<file path="src/rtl/core/sis_pkg.sv">
// Package: shared types and constants for the sorted integer set.
`timescale 1ns / 1ps
`default_nettype none
package sis_pkg;

  localparam int CAPACITY = 64;
  localparam int ADDR_W   = $clog2(CAPACITY);
  localparam int CNT_W    = $clog2(CAPACITY + 1);
  localparam int HELD_W   = 7;
  localparam int VAL_W    = 32;

  localparam logic [1:0] ACT_MEMBER = 2'd0;
  localparam logic [1:0] ACT_INSERT = 2'd1;
  localparam logic [1:0] ACT_DELETE = 2'd2;

  typedef struct packed {
    logic [1:0]              action;
    logic signed [VAL_W-1:0] key_value;
  } sis_in_t;

  typedef struct packed {
    logic              success;
    logic              store_full;
    logic [HELD_W-1:0] entries_held;
  } sis_out_t;

  typedef struct packed {
    logic load;
    logic ptr_clr;
    logic ptr_inc;
    logic idx_from_cnt;
    logic idx_from_ptr;
    logic idx_inc;
    logic idx_dec;
    logic rd_ptr;
    logic rd_idx_m1;
    logic rd_idx_p1;
    logic wr_shift;
    logic wr_key;
    logic cnt_inc;
    logic cnt_dec;
    logic pres_set;
    logic pres_clr;
    logic done;
    logic res_success;
    logic res_full;
  } sis_cmd_t;

  typedef struct packed {
    logic [1:0] action;
    logic       ptr_at_end;
    logic       lt;
    logic       eq;
    logic       present;
    logic       full;
    logic       idx_at_ptr;
    logic       idx_last;
  } sis_sts_t;

endpackage
`default_nettype wire

</file>
<file path="src/rtl/core/sis_datapath.sv">
// Datapath: value store, scan pointers, entry count and result register.
`timescale 1ns / 1ps
`default_nettype none
module sis_datapath
  import sis_pkg::*;
(
  input  wire logic     clk,
  input  wire logic     rst_n,
  input  wire sis_in_t  in_item,
  input  wire sis_cmd_t cmd,
  output sis_sts_t      sts,
  output logic          out_valid,
  output sis_out_t      out_item
);

  logic [VAL_W-1:0] mem [CAPACITY];
  logic [VAL_W-1:0] rd_r;
  sis_in_t          req_r;
  logic [CNT_W-1:0] ptr_r, ptr_nxt;
  logic [CNT_W-1:0] idx_r, idx_nxt;
  logic [CNT_W-1:0] cnt_r, cnt_nxt;
  logic             pres_r, pres_nxt;
  logic             vld_r;
  sis_out_t         res_r;
  logic [CNT_W-1:0] idx_m1, idx_p1;
  logic [CNT_W-1:0] rd_addr;
  logic             rd_en;

  assign idx_m1 = idx_r - CNT_W'(1);
  assign idx_p1 = idx_r + CNT_W'(1);

  always_comb begin
    rd_en   = cmd.rd_ptr | cmd.rd_idx_m1 | cmd.rd_idx_p1;
    rd_addr = ptr_r;
    if (cmd.rd_idx_m1) begin
      rd_addr = idx_m1;
    end else if (cmd.rd_idx_p1) begin
      rd_addr = idx_p1;
    end
  end

  always_ff @(posedge clk) begin
    if (rd_en) begin
      rd_r <= mem[rd_addr[ADDR_W-1:0]];
    end
    if (cmd.wr_shift) begin
      mem[idx_r[ADDR_W-1:0]] <= rd_r;
    end else if (cmd.wr_key) begin
      mem[ptr_r[ADDR_W-1:0]] <= req_r.key_value;
    end
    if (cmd.load) begin
      req_r <= in_item;
    end
    if (cmd.done) begin
      res_r.success      <= cmd.res_success;
      res_r.store_full   <= cmd.res_full;
      res_r.entries_held <= HELD_W'(cnt_r);
    end
  end

  always_comb begin
    ptr_nxt = ptr_r;
    if (cmd.ptr_clr) begin
      ptr_nxt = '0;
    end else if (cmd.ptr_inc) begin
      ptr_nxt = ptr_r + CNT_W'(1);
    end
    idx_nxt = idx_r;
    if (cmd.idx_from_cnt) begin
      idx_nxt = cnt_r;
    end else if (cmd.idx_from_ptr) begin
      idx_nxt = ptr_r;
    end else if (cmd.idx_inc) begin
      idx_nxt = idx_p1;
    end else if (cmd.idx_dec) begin
      idx_nxt = idx_m1;
    end
    cnt_nxt = cnt_r;
    if (cmd.cnt_inc) begin
      cnt_nxt = cnt_r + CNT_W'(1);
    end else if (cmd.cnt_dec) begin
      cnt_nxt = cnt_r - CNT_W'(1);
    end
    pres_nxt = pres_r;
    if (cmd.pres_set) begin
      pres_nxt = sts.eq;
    end else if (cmd.pres_clr) begin
      pres_nxt = 1'b0;
    end
  end

  always_ff @(posedge clk) begin
    ptr_r  <= ptr_nxt;
    idx_r  <= idx_nxt;
    pres_r <= pres_nxt;
    if (!rst_n) begin
      cnt_r <= '0;
      vld_r <= 1'b0;
    end else begin
      cnt_r <= cnt_nxt;
      vld_r <= cmd.done;
    end
  end

  always_comb begin
    sts.action     = req_r.action;
    sts.ptr_at_end = (ptr_r == cnt_r);
    sts.lt         = $signed(rd_r) < req_r.key_value;
    sts.eq         = (rd_r == req_r.key_value);
    sts.present    = pres_r;
    sts.full       = (cnt_r == CNT_W'(CAPACITY));
    sts.idx_at_ptr = (idx_r == ptr_r);
    sts.idx_last   = (idx_p1 == cnt_r);
  end

  assign out_valid = vld_r;
  assign out_item  = res_r;

endmodule
`default_nettype wire

</file>
<file path="src/rtl/core/sis_ctrl.sv">
// Controller: sequences search, shift and result steps for each item.
`timescale 1ns / 1ps
`default_nettype none
module sis_ctrl
  import sis_pkg::*;
(
  input  wire logic     clk,
  input  wire logic     rst_n,
  input  wire logic     start,
  input  wire sis_sts_t sts,
  output sis_cmd_t      cmd,
  output logic          busy
);

  localparam logic [3:0] S_IDLE = 4'd0;
  localparam logic [3:0] S_RD   = 4'd1;
  localparam logic [3:0] S_CMP  = 4'd2;
  localparam logic [3:0] S_DEC  = 4'd3;
  localparam logic [3:0] S_ICHK = 4'd4;
  localparam logic [3:0] S_IWR  = 4'd5;
  localparam logic [3:0] S_DCHK = 4'd6;
  localparam logic [3:0] S_DWR  = 4'd7;
  localparam logic [3:0] S_OK   = 4'd8;

  logic [3:0] state_r, state_nxt;

  always_comb begin
    cmd       = '0;
    state_nxt = state_r;
    unique case (state_r)
      S_IDLE: begin
        if (start) begin
          cmd.load    = 1'b1;
          cmd.ptr_clr = 1'b1;
          state_nxt   = S_RD;
        end
      end
      S_RD: begin
        if (sts.ptr_at_end) begin
          cmd.pres_clr = 1'b1;
          state_nxt    = S_DEC;
        end else begin
          cmd.rd_ptr = 1'b1;
          state_nxt  = S_CMP;
        end
      end
      S_CMP: begin
        if (sts.lt) begin
          cmd.ptr_inc = 1'b1;
          state_nxt   = S_RD;
        end else begin
          cmd.pres_set = 1'b1;
          state_nxt    = S_DEC;
        end
      end
      S_DEC: begin
        state_nxt = S_IDLE;
        unique case (sts.action)
          ACT_MEMBER: begin
            cmd.done        = 1'b1;
            cmd.res_success = sts.present;
          end
          ACT_INSERT: begin
            if (sts.present) begin
              cmd.done = 1'b1;
            end else if (sts.full) begin
              cmd.done     = 1'b1;
              cmd.res_full = 1'b1;
            end else begin
              cmd.idx_from_cnt = 1'b1;
              state_nxt        = S_ICHK;
            end
          end
          ACT_DELETE: begin
            if (sts.present) begin
              cmd.idx_from_ptr = 1'b1;
              state_nxt        = S_DCHK;
            end else begin
              cmd.done = 1'b1;
            end
          end
          default: begin
            cmd.done = 1'b1;
          end
        endcase
      end
      S_ICHK: begin
        if (sts.idx_at_ptr) begin
          cmd.wr_key  = 1'b1;
          cmd.cnt_inc = 1'b1;
          state_nxt   = S_OK;
        end else begin
          cmd.rd_idx_m1 = 1'b1;
          state_nxt     = S_IWR;
        end
      end
      S_IWR: begin
        cmd.wr_shift = 1'b1;
        cmd.idx_dec  = 1'b1;
        state_nxt    = S_ICHK;
      end
      S_DCHK: begin
        if (sts.idx_last) begin
          cmd.cnt_dec = 1'b1;
          state_nxt   = S_OK;
        end else begin
          cmd.rd_idx_p1 = 1'b1;
          state_nxt     = S_DWR;
        end
      end
      S_DWR: begin
        cmd.wr_shift = 1'b1;
        cmd.idx_inc  = 1'b1;
        state_nxt    = S_DCHK;
      end
      S_OK: begin
        cmd.done        = 1'b1;
        cmd.res_success = 1'b1;
        state_nxt       = S_IDLE;
      end
      default: begin
        state_nxt = S_IDLE;
      end
    endcase
  end

  always_ff @(posedge clk) begin
    if (!rst_n) begin
      state_r <= S_IDLE;
    end else begin
      state_r <= state_nxt;
    end
  end

  assign busy = (state_r != S_IDLE);

endmodule
`default_nettype wire

</file>
<file path="src/rtl/core/sorted_integer_set.sv">
// Top level: ordered set of distinct signed 32-bit values with fixed capacity.
//
// Usage: drive in_item (action, key_value) and raise start; the item is
// taken on a rising edge where start is high and busy is low. busy stays
// high until the item's single result has been issued.
// The result appears on out_item for exactly one cycle with out_valid high;
// the receiver cannot stall it and must take it in that cycle.
// Steps, with n entries held and p the position of the value:
//   search: walks the store one read and one compare per entry passed
//   insert: shifts each entry from p upward up (n - p), delete: shifts
//   each entry above p down (n - p - 1), each a read then a write of the
//   store, plus setup and result steps.
// One item at a time; out_valid is registered from the last step of an
// item and rises in the cycle after it; the next item may be accepted in
// that same cycle.
// Reset (synchronous, active low) empties the set at once; store contents
// are not cleared since only written entries are ever read.
`timescale 1ns / 1ps
`default_nettype none
module sorted_integer_set
  import sis_pkg::*;
(
  input  wire logic    clk,
  input  wire logic    rst_n,
  input  wire logic    start,
  output logic         busy,
  input  wire sis_in_t in_item,
  output logic         out_valid,
  output sis_out_t     out_item
);

  sis_cmd_t cmd;
  sis_sts_t sts;

  sis_ctrl u_ctrl (
    .clk   (clk),
    .rst_n (rst_n),
    .start (start),
    .sts   (sts),
    .cmd   (cmd),
    .busy  (busy)
  );

  sis_datapath u_dp (
    .clk       (clk),
    .rst_n     (rst_n),
    .in_item   (in_item),
    .cmd       (cmd),
    .sts       (sts),
    .out_valid (out_valid),
    .out_item  (out_item)
  );

endmodule
`default_nettype wire
</file>
<file path="config.mk">
export PLATFORM = sky130hd
export DESIGN_NAME = sorted_integer_set
export DESIGN_NICKNAME = d
export VERILOG_FILES = /design/src/rtl/core/sis_pkg.sv /design/src/rtl/core/sis_datapath.sv /design/src/rtl/core/sis_ctrl.sv /design/src/rtl/core/sorted_integer_set.sv
export SDC_FILE = /design/constraint.sdc
export NUM_CORES = 2
export LEC_CHECK = 0
export BUFFER_PORTS_ARGS = -buffer_cell sky130_fd_sc_hd__buf_2
export CAP_MARGIN = 20
export CORE_AREA = 2 2 401 403
export DETAILED_ROUTE_END_ITERATION = 8
export DIE_AREA = 0 0 403 405
export GPL_TIMING_DRIVEN = 0
export PLACE_DENSITY = 0.7
export SYNTH_ARGS = -nofsm -noshare
export SYNTH_HDL_FRONTEND = slang
export SYNTH_SLANG_ARGS = --single-unit
</file>
<file path="constraint.sdc">
create_clock -name clk -period 7.86 [get_ports clk]
set_clock_uncertainty 0.2 [all_clocks]
set_input_delay 1.572 -clock clk [delete_from_list [all_inputs] [get_ports clk]]
set_output_delay 1.572 -clock clk [all_outputs]
set_load 0.1 [all_outputs]
</file>
==> metrics.md <==
| Metric | Value |
|---|---|
| Fraction of the yosys area taken by sequential cells | `74.2%` |
| Remaining antenna violation count | `0` |
| Sw Ratio | `21.7%` |
| Cell Rows | `147` |
| Data required time at the worst endpoint | `8.16 ns` |
| Starting Density | `54.5%` |
| Floorplan Core Area | `0.159 mm^2` |
| Crit-path max FO | `10` |
| Post-synthesis to final-layout area growth | `15.0%` |
| # setup viols final | `0` |
| # IOs | `48` |
| Clk slew on worst S/H paths | `0.06 ns` |
| Relative contribution of the clock network to total power | `41.6%` |
| Floorplan die area | `0.163 mm^2` |
| Path type of the worst min-delay path | `flop to flop` |
| Final critical-path required period | `7.63 ns` |
| Internal Dissipation | `18100 uW` |
| Gate count of the mapped netlist | `5834` |
| Max-slew violation count | `0` |
| Largest net degree at the start of global routing | `53` |
| Setup slack of the worst register-to-register path | `0.23 ns` |
| Port Buf Inserts | `47` |
| Hold buffer count at cts | `0` |
| Crit Reg-Reg Startpoint | `u_dp.idx_r[0]` |
| Die boundary width | `403 um` |
| Worst rel slew slack | `14.0%` |
| Setup crit start kind | `flop` |
| CTS Sinks | `2150` |
| Result of the run | `finished, final reports clean` |
| Count of unresolved DRC violations after routing | `0` |
| Ratio of cells with drive above 1 in the final layout | `12.8%` |
| Combinational cell fraction of total power | `4.4%` |
| Dpl cells | `8102` |
| Number of setup buffers added after CTS | `0` |
| Share of async-settable or async-resettable flops after synthesis | `0%` |
| HPWL after DPL | `193 mm` |
| Number of distinct library cells after synthesis | `78` |
| Worst vdd ir | `0.218 mV` |
| Overall Global Routing Usage | `33.1%` |
| Wire length of the first global-routing pass | `382 mm` |
| Worst Max-Slew Pin Slew | `1.28 ns` |
| Final Net Count | `6313` |
| Worst skew pair latency | `0.88 ns` |
| Kind of capture point of the worst setup path | `flop` |
| CTS tree | `done` |
| Reported max-cap violation count | `0` |
| Endpoints failing hold | `0` |
| Number of buffers created by CTS | `208` |
| Most used cells in the layout excluding fill and tap cells | `2131 x sky130_fd_sc_hd__edfxtp_1, 1056 x sky130_fd_sc_hd__nand2_1, 346 x sky130_fd_sc_hd__mux2i_1` |
| Number of synthesized register bits | `2150` |
| Power dissipated by switching net loads | `5020 uW` |
| Most common cell after layout, fill and taps aside | `sky130_fd_sc_hd__edfxtp_1` |
| Static power due to leakage | `0.0328 uW` |
| Synthesized area | `0.0868 mm^2` |
| Final weighted congestion of routability-driven global placement | `1.09` |
| Final global-route overflow total | `0` |
| Power density over the cells | `232 mW/mm^2` |
| Worst R2R Path Depth | `15` |
| Count of flip-flops with a built-in enable after synthesis | `2131` |
| CTS H-Tree Depth | `4` |
| Hold depth | `0` |
| Post_cts resized | `0` |
| Hold path startpoint | `u_dp.cnt_r[5]` |
| Via density per instance | `6.61` |
| Primary FF master, synth | `sky130_fd_sc_hd__edfxtp_1` |
| Final core utilization | `62.7%` |
| Final Routed Wirelength | `274 mm` |
| Max Fclk | `131 MHz` |
| Routed via count | `56200` |
| Iteration-0 DRC Markers | `9040` |
| Area of the multi-input gates | `0.0212 mm^2` |
| Endpoint with the worst hold slack | `u_dp.out_item[5]` |
| Worst setup path class | `flop to flop` |
| Destination of the worst register-to-register timing path | `u_dp.rd_r[20]` |
| Endpoint arrival time on the critical path | `7.93 ns` |
| Number of buffers on the longest clock path | `3` |
| # fillers | `11300` |
| Final cell count without fillers | `8499` |
| Unrepaired setup endpoints after global routing | `false` |
| Number of iterations in the first detailed-routing pass | `7` |
| Number of antenna violations at the first check in global routing | `15` |
| Seq pwr share | `54.1%` |
| DIE HEIGHT | `405 um` |
| Warnings from Yosys | `0` |
| Buffer cell driving the clock tree root | `sky130_fd_sc_hd__clkbuf_16` |
| Number of global-route vias before repair | `52900` |
| Combined flip-flop and latch cell area | `0.0644 mm^2` |
| Post-Synthesis Net Count | `5915` |
| Avg WL per Cell | `32.2 um` |
| Tcrit/Tclk final | `97.1%` |
| Average cell area after synthesis | `14.9 um^2` |
## final cells by class
class                           instances  share of cell area, %
Tap cell                             2086                   2.62
Clock buffer                          265                   5.48
Sequential cell                      2150                   64.5
Inverter                               45                  0.169
Clock inverter                        121                   1.03
Antenna cell                            5                 0.0125
Buffer                                412                   1.91
Timing Repair Buffer                  188                   3.03
Multi-Input combinational cell       3227                   21.2
## kinds of logic after synthesis
family	after synthesis	synth area share, %
DFF	2150	74.2
buffers and inverters	457	2.39
xor gates and xnor gates	39	0.394
adders and majority gates	44	0.643
muxes	433	5.13
and+or+nand+nor	1662	8.53
AOI/OAI and AO/OA	1049	8.75
## how the worst max path moves through the flow
stage / startpoint / to / slack (ns) / cells after the start
after global routing: u_dp.idx_r[0] / u_dp.rd_r[18] / 0.59 / 15
final: u_dp.idx_r[0] / u_dp.rd_r[20] / 0.23 / 15
after detailed placement: u_dp.idx_r[0] / u_dp.rd_r[19] / 0.79 / 17
after floorplan: u_dp.idx_r[1] / u_dp.mem[0][22] / 2.59 / 7
after global placement: u_dp.idx_r[1] / u_dp.mem[42][15] / -4.07 / 7
after CTS: u_dp.idx_r[0] / u_dp.rd_r[19] / 0.76 / 17
## Yosys cell counts, types with 43 or more instances
| library cell | number | share of area, % |
|---|---|---|
| sky130_fd_sc_hd__a21o_1 | 66 | 0.57 |
| sky130_fd_sc_hd__nand3_1 | 202 | 1.2 |
| sky130_fd_sc_hd__o211ai_1 | 99 | 0.86 |
| sky130_fd_sc_hd__o22ai_1 | 69 | 0.50 |
| sky130_fd_sc_hd__a21oi_1 | 199 | 1.1 |
| sky130_fd_sc_hd__nor2_1 | 92 | 0.40 |
| sky130_fd_sc_hd__buf_2 | 126 | 0.73 |
| sky130_fd_sc_hd__or3_1 | 76 | 0.55 |
| sky130_fd_sc_hd__a32o_1 | 80 | 0.92 |
| sky130_fd_sc_hd__a32oi_1 | 110 | 1.1 |
| sky130_fd_sc_hd__nand2_1 | 1056 | 4.6 |
| sky130_fd_sc_hd__a22oi_1 | 201 | 1.7 |
| sky130_fd_sc_hd__inv_1 | 45 | 0.19 |
| sky130_fd_sc_hd__o21ai_0 | 52 | 0.30 |
| sky130_fd_sc_hd__mux2i_1 | 346 | 4.0 |
| sky130_fd_sc_hd__nand4_1 | 77 | 0.55 |
| sky130_fd_sc_hd__clkbuf_1 | 193 | 0.83 |
| sky130_fd_sc_hd__buf_1 | 48 | 0.21 |
| sky130_fd_sc_hd__edfxtp_1 | 2131 | 74 |
| sky130_fd_sc_hd__ha_1 | 43 | 0.62 |
| sky130_fd_sc_hd__a211oi_1 | 55 | 0.48 |
| sky130_fd_sc_hd__mux2_2 | 62 | 0.80 |
## power by group through the flow
stage | registers [uW] | logic (uW) | clock network, uW
floorplan | 12800 | 536 | 0
global placement | 12800 | 901 | 0
detailed placement | 12800 | 963 | 0
CTS | 12500 | 971 | 9630
global route | 12500 | 1040 | 10100
finish | 12500 | 1010 | 9620
## state kept, by name, summed over array words and instances, names as in the netlist
signal / cells
u_ctrl.state_r: 4
u_dp.cnt_r: 7
u_dp.idx_r: 7
u_dp.mem: 2048
u_dp.out_item: 9
u_dp.out_valid: 1
u_dp.pres_r: 1
u_dp.ptr_r: 7
u_dp.rd_r: 32
u_dp.req_r: 32
u_dp.sts: 2
## routing by layer
metal / GRT usage [%] / vias to the layer above / share of wire [%]
met5: 0 / - / 0.068
met4: 18.7 / 30 / 6.6
met3: 10.1 / 708 / 13
met2: 48.7 / 3931 / 43
met1: 44.1 / 28100 / 37
li1: - / 23400 / -
## critical path, stage by stage, from the launching register on
cell and delay (ns):
sky130_fd_sc_hd__edfxtp_1 0.46, sky130_fd_sc_hd__buf_4 0.23, sky130_fd_sc_hd__inv_1 0.14, sky130_fd_sc_hd__ha_1 0.42, sky130_fd_sc_hd__xor2_1 0.17, sky130_fd_sc_hd__nor2_1 0.28
sky130_fd_sc_hd__nand4_1 0.24, sky130_fd_sc_hd__a21oi_2 0.33, sky130_fd_sc_hd__o41ai_1 0.17, sky130_fd_sc_hd__nor2_1 0.80, sky130_fd_sc_hd__nor3_2 0.22, sky130_fd_sc_hd__clkbuf_1 0.58
sky130_fd_sc_hd__clkbuf_1 0.43, sky130_fd_sc_hd__a22oi_1 0.54, sky130_fd_sc_hd__nand4_1 0.75, sky130_fd_sc_hd__nor4_1 1.25
## metrics by stage
stage | setup WS, ns | hold slack [ns] | area, um^2 | setup TNS (ns) | total power, uW
3_3_place_gp | -4.07 | 0.265 | 89600 | -5250.77 | 13700
5_1_grt | 0.587 | 0.290 | 99800 | 0 | 23600
6_report | 0.226 | 0.261 | 99800 | 0 | 23100
4_1_cts | 0.758 | 0.265 | 99700 | 0 | 23100
3_5_place_dp | 0.793 | 0.256 | 93200 | 0 | 13700
2_1_floorplan | 2.59 | 0.231 | 86800 | 0 | 13300
(Power assumes the default switching activity.)
